`src/sv/blr_pkg.sv`:
```
// ----------------------------------------------------------------------------
// Line rasterizer package
// Shared constants, request codes and control structs of the line rasterizer.
// ----------------------------------------------------------------------------
package blr_pkg;

    localparam int COORD_BITS_DEF = 10;
    localparam int COLOR_BITS     = 8;
    localparam int RGB_BITS       = 3 * COLOR_BITS;

    typedef enum logic {
        OP_START = 1'b0,
        OP_STEP  = 1'b1
    } t_op;

    typedef enum logic [1:0] {
        OCT_X_RISE = 2'd0,
        OCT_Y_RISE = 2'd1,
        OCT_X_FALL = 2'd2,
        OCT_Y_FALL = 2'd3
    } t_octant;

    typedef struct packed {
        logic fire;
        t_op  op;
    } t_eng_req;

    typedef struct packed {
        logic emit;
        logic last;
    } t_eng_rsp;

endpackage

```
`src/sv/blr_engine.sv`:
```
// ----------------------------------------------------------------------------
// Line rasterizer engine
// Holds the line state and computes the next pixel for one request per cycle.
// ----------------------------------------------------------------------------
module blr_engine #(
    parameter int COORD_BITS = blr_pkg::COORD_BITS_DEF
) (
    input  logic                         i_clk,
    input  logic                         i_rst_n,
    input  blr_pkg::t_eng_req            i_req,
    input  logic [COORD_BITS-1:0]        i_start_x,
    input  logic [COORD_BITS-1:0]        i_start_y,
    input  logic [COORD_BITS-1:0]        i_end_x,
    input  logic [COORD_BITS-1:0]        i_end_y,
    input  logic [blr_pkg::RGB_BITS-1:0] i_color,
    output blr_pkg::t_eng_rsp            o_rsp,
    output logic [COORD_BITS-1:0]        o_pixel_x,
    output logic [COORD_BITS-1:0]        o_pixel_y,
    output logic [blr_pkg::RGB_BITS-1:0] o_color
);
    import blr_pkg::*;

    localparam int EW = COORD_BITS + 2;
    localparam int SW = COORD_BITS + 3;

    logic                    r_active;
    t_octant                 r_oct;
    logic [COORD_BITS-1:0]   r_major;
    logic [COORD_BITS-1:0]   r_minor;
    logic [COORD_BITS-1:0]   r_major_end;
    logic signed [EW-1:0]    r_err;
    logic [COORD_BITS:0]     r_inc;
    logic [COORD_BITS-1:0]   r_delta;
    logic [RGB_BITS-1:0]     r_color;

    logic                    swap;
    logic [COORD_BITS-1:0]   x1, y1, x2, y2, dx, dy;
    logic                    rising, zero_len, x_major;

    logic [COORD_BITS-1:0]   major_nxt, minor_nxt;
    logic signed [SW-1:0]    s_sum, s_delta, s_adj;
    logic                    over, last;
    logic signed [EW-1:0]    err_nxt;

    always_comb begin
        swap     = i_end_x < i_start_x;
        x1       = swap ? i_end_x : i_start_x;
        y1       = swap ? i_end_y : i_start_y;
        x2       = swap ? i_start_x : i_end_x;
        y2       = swap ? i_start_y : i_end_y;
        dx       = x2 - x1;
        rising   = y2 >= y1;
        dy       = rising ? (y2 - y1) : (y1 - y2);
        zero_len = (dx == '0) && (dy == '0);
        x_major  = dx >= dy;
    end

    always_comb begin
        major_nxt = (r_oct == OCT_Y_FALL) ? (r_major - 1'b1) : (r_major + 1'b1);
        s_sum     = SW'(r_err) + SW'({1'b0, r_inc});
        s_delta   = SW'({1'b0, r_delta});
        s_adj     = s_sum - SW'({r_delta, 1'b0});
        over      = s_sum > s_delta;
        err_nxt   = over ? EW'(s_adj) : EW'(s_sum);
        if (over) begin
            minor_nxt = (r_oct == OCT_X_FALL) ? (r_minor - 1'b1) : (r_minor + 1'b1);
        end else begin
            minor_nxt = r_minor;
        end
        last = major_nxt == r_major_end;
    end

    always_comb begin
        o_rsp     = '0;
        o_pixel_x = x1;
        o_pixel_y = y1;
        o_color   = i_color;
        if (i_req.op == OP_START) begin
            o_rsp.emit = i_req.fire && !zero_len;
        end else begin
            o_rsp.emit = i_req.fire && r_active;
            o_rsp.last = last;
            o_color    = r_color;
            if (r_oct == OCT_X_RISE || r_oct == OCT_X_FALL) begin
                o_pixel_x = major_nxt;
                o_pixel_y = minor_nxt;
            end else begin
                o_pixel_x = minor_nxt;
                o_pixel_y = major_nxt;
            end
        end
    end

    always_ff @(posedge i_clk) begin
        if (!i_rst_n) begin
            r_active <= 1'b0;
            r_oct    <= OCT_X_RISE;
        end else if (i_req.fire) begin
            if (i_req.op == OP_START) begin
                r_active <= !zero_len;
                if (!zero_len) begin
                    r_color <= i_color;
                    r_err   <= '0;
                    if (x_major) begin
                        r_oct       <= rising ? OCT_X_RISE : OCT_X_FALL;
                        r_major     <= x1;
                        r_minor     <= y1;
                        r_major_end <= x2;
                        r_delta     <= dx;
                        r_inc       <= {dy, 1'b0};
                    end else begin
                        r_oct       <= rising ? OCT_Y_RISE : OCT_Y_FALL;
                        r_major     <= y1;
                        r_minor     <= x1;
                        r_major_end <= y2;
                        r_delta     <= dy;
                        r_inc       <= {dx, 1'b0};
                    end
                end
            end else if (r_active) begin
                r_major  <= major_nxt;
                r_minor  <= minor_nxt;
                r_err    <= err_nxt;
                r_active <= !last;
            end
        end
    end

endmodule

```
`src/sv/bresenham_line_rasterizer_core.sv`:
```
// Each request passes the input register, the engine and then the output register.
// One request per cycle unless the output stalls; each step adds, subtracts and compares.
// Reset is synchronous and active low; it empties both register stages and drops any line.
// A start request with equal endpoints and a step request with no line produce no pixel.
// ----------------------------------------------------------------------------
// Line rasterizer core
// Input register, line engine and output register with valid and ready flow.
// ----------------------------------------------------------------------------
module bresenham_line_rasterizer_core #(
    parameter int COORD_BITS = blr_pkg::COORD_BITS_DEF
) (
    input  logic                           i_clk,
    input  logic                           i_rst_n,
    input  logic                           i_in_valid,
    output logic                           o_in_ready,
    input  logic                           i_operation,
    input  logic [COORD_BITS-1:0]          i_start_x,
    input  logic [COORD_BITS-1:0]          i_start_y,
    input  logic [COORD_BITS-1:0]          i_end_x,
    input  logic [COORD_BITS-1:0]          i_end_y,
    input  logic [blr_pkg::COLOR_BITS-1:0] i_color_red,
    input  logic [blr_pkg::COLOR_BITS-1:0] i_color_green,
    input  logic [blr_pkg::COLOR_BITS-1:0] i_color_blue,
    output logic                           o_out_valid,
    input  logic                           i_out_ready,
    output logic [COORD_BITS-1:0]          o_pixel_x,
    output logic [COORD_BITS-1:0]          o_pixel_y,
    output logic [blr_pkg::COLOR_BITS-1:0] o_pixel_red,
    output logic [blr_pkg::COLOR_BITS-1:0] o_pixel_green,
    output logic [blr_pkg::COLOR_BITS-1:0] o_pixel_blue,
    output logic                           o_last_pixel
);
    import blr_pkg::*;

    logic                  r_in_valid;
    t_op                   r_op;
    logic [COORD_BITS-1:0] r_sx, r_sy, r_ex, r_ey;
    logic [RGB_BITS-1:0]   r_in_color;

    logic                  r_out_valid;
    logic [COORD_BITS-1:0] r_px, r_py;
    logic [RGB_BITS-1:0]   r_out_color;
    logic                  r_last;

    logic                  adv;
    t_eng_req              req;
    t_eng_rsp              rsp;
    logic [COORD_BITS-1:0] eng_px, eng_py;
    logic [RGB_BITS-1:0]   eng_color;

    assign adv        = !r_out_valid || i_out_ready;
    assign o_in_ready = !r_in_valid || adv;
    assign req.fire   = r_in_valid && adv;
    assign req.op     = r_op;

    blr_engine #(
        .COORD_BITS(COORD_BITS)
    ) u_engine (
        .i_clk     (i_clk),
        .i_rst_n   (i_rst_n),
        .i_req     (req),
        .i_start_x (r_sx),
        .i_start_y (r_sy),
        .i_end_x   (r_ex),
        .i_end_y   (r_ey),
        .i_color   (r_in_color),
        .o_rsp     (rsp),
        .o_pixel_x (eng_px),
        .o_pixel_y (eng_py),
        .o_color   (eng_color)
    );

    always_ff @(posedge i_clk) begin
        if (!i_rst_n) begin
            r_in_valid <= 1'b0;
        end else if (o_in_ready) begin
            r_in_valid <= i_in_valid;
        end
        if (i_in_valid && o_in_ready) begin
            r_op       <= t_op'(i_operation);
            r_sx       <= i_start_x;
            r_sy       <= i_start_y;
            r_ex       <= i_end_x;
            r_ey       <= i_end_y;
            r_in_color <= {i_color_red, i_color_green, i_color_blue};
        end
    end

    always_ff @(posedge i_clk) begin
        if (!i_rst_n) begin
            r_out_valid <= 1'b0;
        end else if (adv) begin
            r_out_valid <= req.fire && rsp.emit;
        end
        if (req.fire && rsp.emit) begin
            r_px        <= eng_px;
            r_py        <= eng_py;
            r_out_color <= eng_color;
            r_last      <= rsp.last;
        end
    end

    assign o_out_valid   = r_out_valid;
    assign o_pixel_x     = r_px;
    assign o_pixel_y     = r_py;
    assign o_pixel_red   = r_out_color[RGB_BITS-1 -: COLOR_BITS];
    assign o_pixel_green = r_out_color[COLOR_BITS +: COLOR_BITS];
    assign o_pixel_blue  = r_out_color[COLOR_BITS-1:0];
    assign o_last_pixel  = r_last;

endmodule

```
`config.mk`:
```
export PLATFORM = sky130hd
export DESIGN_NAME = bresenham_line_rasterizer_core
export DESIGN_NICKNAME = d
export VERILOG_FILES = /design/src/sv/blr_pkg.sv /design/src/sv/blr_engine.sv /design/src/sv/bresenham_line_rasterizer_core.sv
export SDC_FILE = /design/constraint.sdc
export NUM_CORES = 1
export LEC_CHECK = 0
export BUFFER_PORTS_ARGS = -buffer_cell sky130_fd_sc_hd__buf_2
export CORE_MARGIN = 1.5
export CORE_UTILIZATION = 50
export DETAILED_ROUTE_END_ITERATION = 10
export PLACE_DENSITY = 0.77
export SYNTH_ARGS = -nofsm -noshare
export SYNTH_HDL_FRONTEND = slang
export SYNTH_HIERARCHICAL = 1
export SYNTH_SLANG_ARGS = --single-unit
```
`constraint.sdc`:
```
create_clock -name i_clk -period 19.9 [get_ports i_clk]
set_input_delay 0.995 -clock i_clk [delete_from_list [all_inputs] [get_ports i_clk]]
set_output_delay 0.995 -clock i_clk [all_outputs]
set_load 0.05 [all_outputs]
```
Word level (Yosys, flattened, before mapping)
Cells that the tools add are included.

storage, ports and cells
  ROM bits = 0
  word-level logic and storage cells = 94
  latch bits = 0
  memory bits (writable) = 0
  flip-flop bits (word level) = 202
  output and inout bits = 47
  input port bits = 69
  memories = 0

operators by class
  add/subtract/negate cells = 9
  shifts and indexed selects = 0
  $lt $le $gt $ge = 4
  multiplexer cells = 34
  bitwise logic cells = 2
  equal/unequal tests = 5
  div/mod/pow operators = 0
  multiply operators = 0
  reductions and logical operators = 19

operator list
  cell                                                 number
  two-way mux 10 bit                                   22
  two-way mux 12 bit                                   4
  subtractor 10 bit                                    3
  two-way mux 24 bit                                   1
  adder 10 x 1 -> 10 bit (second input constant)       2
  greater-or-equal comparator 10 bit                   2
  zero test 10 bit                                     2
  subtractor 10 x 1 -> 10 bit (second input constant)  2
  adder 12 x 12 -> 13 bit                              1
  greater-than comparator 13 x 11 -> 1 bit             1
  subtractor 12 x 11 -> 12 bit                         1
  two-way mux 11 bit                                   1
  equality test 10 bit                                 1
  < comparator 10 bit                                  1
  AND reduction 4 bit                                  2
  logical AND 1 bit                                    6
  two-way mux 2 bit                                    3
  equality test 2 bit (second input constant)          2
  zero test 1 bit                                      4
  logical OR 1 bit                                     3
  two-way mux 1 bit                                    3
  AND reduction 3 bit                                  1
  zero test 2 bit                                      1
  != test 2 x 1 -> 1 bit (second input constant)       1
  other kinds (2)                                      3

Longest topological paths before layout
  word-level depth = 10
  gate-level depth with buffers = 31
  depth with buffers taken out = 24

Hierarchy
Netlist, hierarchy kept.

by module, submodules not included
  module                          sequential area each (um^2)  area an instance (um^2)  times used  cells an instance
  blr_engine                      2612.5                       9604.2                   1           1098
  bresenham_line_rasterizer_core  3343.2                       3415.8                   1           123

Least setup slack after synthesis
No wires, ideal clock.

  kind = reg2reg
  start = register r_sx[7]
  end = register u_engine.r_err[10], enable pin
  data required time = 19424 ps
  arrival = 7565 ps
  path buffers = 5
  stages on the path, launching flop included = 23
  slack = 11859 ps
  period minus slack after synthesis = 8041 ps
  setup time = 476 ps
  cells stage by stage = edfxtp_1 inv_1 ha_1 buf_4 a211oi_2 o21ba_2 nand2b_1 nor2_1 buf_2 clkbuf_1 clkbuf_1 clkbuf_1 a21boi_0 ha_1 a21oi_1 a21boi_1 nor3_1 xnor2_1 mux2i_1 xnor2_1 inv_1 and4_1 a311oi_1

between the ends
  cells in the longest elaborated chain, start to end = 8
  elaborated cells on any way between the ends = 15
  those cells by class = 3 x add/sub; 2 x order compare; 1 x eq/ne; 5 x mux; 4 x reduce/logical

RTL lines
  element                                                                         RTL line                              source
  start, declared                                                                 bresenham_line_rasterizer_core.sv:37  logic [COORD_BITS-1:0] r_sx, r_sy, r_ex, r_ey;
  start signal, assigned                                                          bresenham_line_rasterizer_core.sv:81  r_sx <= i_start_x;
  < comparator 10 bit                                                             blr_engine.sv:46                      swap = i_end_x < i_start_x;
  two-way mux 10 bit (on tied branches)                                           blr_engine.sv:48, blr_engine.sv:50
  subtractor 10 bit / greater-or-equal comparator 10 bit (equally long branches)  blr_engine.sv:53, blr_engine.sv:52
  two-way mux 10 bit                                                              blr_engine.sv:53                      dy = rising ? (y2 - y1) : (y1 - y2);
  zero test 10 bit                                                                blr_engine.sv:54                      zero_len = (dx == '0) && (dy == '0);
  logical AND 1 bit *                                                             blr_engine.sv:54
  != test 2 bit (no source line) *                                                --
  AND reduction 4 bit (no source line) *                                          --
  end signal, assigned                                                            blr_engine.sv:123                     r_err <= err_nxt;
  end, declared                                                                   blr_engine.sv:31                      logic signed [EW-1:0] r_err;

Every way passes the cells marked *; elsewhere a longest branch is shown, timed or not.
A chain may end at the register's enable or synchronous reset.

Final worst setup path
  start = register r_sx[7]
  end = register u_engine.r_minor[2] (data pin)

between the ends
  cells in the longest elaborated chain, start to end = 8
  elaborated cells on any way between the ends = 14
  those cells by class = 3 x add/sub; 3 x order compare; 8 x mux

RTL lines
  element                                                                         RTL line                            source
  < comparator 10 bit                                                             blr_engine.sv:46
  two-way mux 10 bit (on tied branches)                                           blr_engine.sv:48, blr_engine.sv:50
  subtractor 10 bit / greater-or-equal comparator 10 bit (equally long branches)  blr_engine.sv:53, blr_engine.sv:52
  two-way mux 10 bit                                                              blr_engine.sv:53
  greater-or-equal comparator 10 bit                                              blr_engine.sv:55                    x_major = dx >= dy;
  two-way mux 10 bit *                                                            blr_engine.sv:104                   if (x_major) begin
  two-way mux 10 bit *                                                            blr_engine.sv:101                   if (!zero_len) begin
  two-way mux 10 bit *                                                            blr_engine.sv:99                    if (i_req.op == OP_START) begin
  end signal, assigned                                                            blr_engine.sv:107                   r_minor <= y1;
  end signal, assigned                                                            blr_engine.sv:122                   r_minor <= minor_nxt;
  end, declared                                                                   blr_engine.sv:29                    logic [COORD_BITS-1:0] r_minor;

Every way passes the cells marked *; elsewhere a longest branch is shown, timed or not. The select of a mux whose other input is x is not followed.

==> impl_results.md <==
- Crit end category: flop
- Setup TNS Final: 0 ns
- DIE AREA: 27020 sq um
- Root buffer cell: clkbuf_16
- Synth area leader: edfxtp_1
- Worst-path maximum fanout: 58
- Ant diodes: 0
- P&R area growth vs syn: 11.55%
- Status: complete, no violations
- Slowest-stage cell, CP: buf_4
- Synth Register Bits: 200
- Vias per cell: 6.133
- Vias in the first global route: 9531
- Chip Height: 164.4 microns
- Final setup vio count: 0
- Async set-reset flop share out of synthesis: 0
- Post-Route WL: 34430 microns
- Num ports: 116
- Required time of the critical path: 20.08 ns
- Post-CTS Resized: 0
- Initial antenna violation count: 1
- Total CTS buffers: 17
- EDFF count, synth: 195
- Worst skew pair latency: 0.45 ns
- Actual slew at the worst max-slew pin: 1.088 ns
- Layout cells sized above 1: 0.1710
- Design area: 14520 sq um
- Reg2Reg Capture Point: u_engine/r_minor[2]$_DFFE_PP_
- Worst r2r src: r_sx[7]$_DFFE_PP_
- H-tree Lvls: 4
- DR WL/cell: 20.84 microns
- Clk_skew: 0.02414 ns
- HPWL Detailed: 25300 microns
- Total vias in the final route: 10.13k
- Register area: 5956 sq um
- Unrepaired setup endpoints after global routing: false
- Antenna-violating nets left: 0
- Hold WS: 0.4385 ns
- Minimum clock period: 7.377 ns
- End of the worst hold path: u_engine/r_color[3]$_DFFE_PP_
- Mapped Avg Cell Area: 10.66 sq um
- Relative slew slack: 0.2683
- Max-slew violation count: 0
- Fmax: 0.1356 GHz
- Final nets: 1450
- Commonest cells in the netlist: 195 x edfxtp_1, 95 x mux2i_1, 89 x nand2_1
- Worst min path class: reg -> reg
- Synth warnings: 6
- WS Path Type: reg -> reg
- VDD IR-drop max: 0.00006651 V
- Drt first pass iters: 5
- Overflow after GRT: 0
- CP Depth: 27
- First-pass GRT wire length: 52940 microns
- Row count: 58
- Postcts setup bufs: 0
- Port bufs: 115
- Setup slack, reg-to-reg: 12.52 ns
- Max Cap Viol: 0
- Depth of the worst register-to-register path: 27
- DR DRC count: 0
- Worst setup SP type: flop
- Hold Path Depth: 0
- Area of the multi-input gates: 6585 sq um
- Number of fill cells in the layout: 2159
- CTS tree: built
- Register area share after synthesis: 0.4574
- Cell Area, Placed: 13880 sq um
- Cell Pwr Density: 89.96 nW/um^2
- Netlist cell types: 97
- Crit path top cell by count: a21o_1
- Drt initial violations: 1107
- Clk buf depth: 2
- Cells after Synth: 1221
- CTS Hold Bufs: 0
- Top delay family on crit path: compound AO/OA/AOI/OAI gates
- Ys flop type: edfxtp_1
- Hold path startpoint: r_in_color[3]$_DFFE_PP_
- Final Wtd Congestion: 0.9326
- Cell with the most instances after synthesis: edfxtp_1
- Initial Util: 0.5126
- Top cells by area, synth: edfxtp_1 45%, mux2i_1 7.3%, ha_1 6.5%
- GRT Total Usage: 0.2567
- Yosys top cell area share: 0.4497
- Crit path buf inv count: 5
- Clock transition at path regs: 0.09 ns
- Clock sinks: 200
- Core Box Area: 25400 sq um
- Syn Nets: 1362
- Die width: 164.4 microns
- Final Hold Fails: 0
- Final Cycle Share: 0.3707
- Leak: 5.896 nW
- Final Util: 0.5718
- Largest net degree at the start of global routing: 66
- CP max stage delay: 0.57 ns
- Critical path arrival: 7.55 ns
- Post-Synthesis Cell Area: 13020 sq um
==> layout make-up <==
cell class                 count  area share
multi-input combinational    895      0.4534
sequential                   200      0.4101
clock buffer                  17     0.02929
clock inverter                15     0.01516
tap                          330     0.02843
timing repair buffer         128     0.04635
inverter                      67     0.01732
==> placed cells by master (no fill, tap or decap), drive strengths merged, types with 29 or more instances in the layout <==
cell / instances
nand2: 90
ha: 68
edfxtp: 195
mux2i: 95
xnor2: 38
buf: 128
nor2: 75
o21ai: 66
a21oi: 84
inv: 74
mux2: 29
==> kinds of logic (layout without fill, tap and decap cells) <==
family,after synthesis,count (layout),synth area share
xor gates and xnor gates,60,60,0.04036
AOI/OAI and AO/OA,298,298,0.1498
buffers and inverters,126,227,0.04055
muxes,124,124,0.09812
DFF,200,200,0.4574
and+or+nand+nor,326,326,0.1307
adders and majority gates,87,87,0.08303
==> where the power goes <==
group	internal [W]	switching (W)
registers	0.000499	0.0000151
logic	0.000163	0.000254
clock network	0.000186	0.000189
==> registers in the layout (all words and copies together), names as in the netlist, 11 cells and up <==
register	flops
r_in_color	24
r_out_color	24
u_engine/r_color	24
u_engine/r_err	11
==> through the flow <==
step                      power (W)  worst slack [ns]  cells
after global routing       0.001364             11.94   1652
after detailed placement  0.0009308             12.74   1620
final                      0.001307             12.52   1652
after CTS                  0.001306             12.67   1652
after floorplan           0.0008303             11.86   1221
after global placement    0.0009177             13.05   1620
==> worst reg2reg max path, delay by kind of cell (launching register included) <==
kind	cells	cell delay (ns)
AO/OA/AOI/OAI	11	2.54
buffers and inverters	5	1.49
adder cells (fa/ha/maj)	3	0.99
multiplexers	3	0.67
AND/OR/NAND/NOR	3	0.61
XOR/XNOR	2	0.44
flip-flops	1	0.38
==> routing by layer <==
metal  vias to the layer above  GRT usage  wire length (microns)
met5                         -          0                      0
met1                      4896     0.3644                  14950
met3                        44    0.02336                   2407
met4                         0    0.06921                    634
met2                       442     0.4219                  16430
li1                       4750          -                      -
==> how the worst max path moves through the flow <==
stage / startpoint / end / slack [ns]
detailed placement: r_ex[7]$_DFFE_PP_ / u_engine/r_major_end[1]$_DFFE_PP_ / 12.74
finish: r_sx[7]$_DFFE_PP_ / u_engine/r_minor[2]$_DFFE_PP_ / 12.52
global placement: r_ex[7]$_DFFE_PP_ / u_engine/r_major_end[4]$_DFFE_PP_ / 13.05
global route: r_sx[7]$_DFFE_PP_ / u_engine/r_minor[2]$_DFFE_PP_ / 11.94
floorplan: r_sx[7]$_DFFE_PP_ / u_engine/r_err[10]$_SDFFCE_PN0P_ / 11.86
CTS: r_ex[7]$_DFFE_PP_ / u_engine/r_minor[2]$_DFFE_PP_ / 12.67
Note: power is estimated with default switching activity, not from simulation.
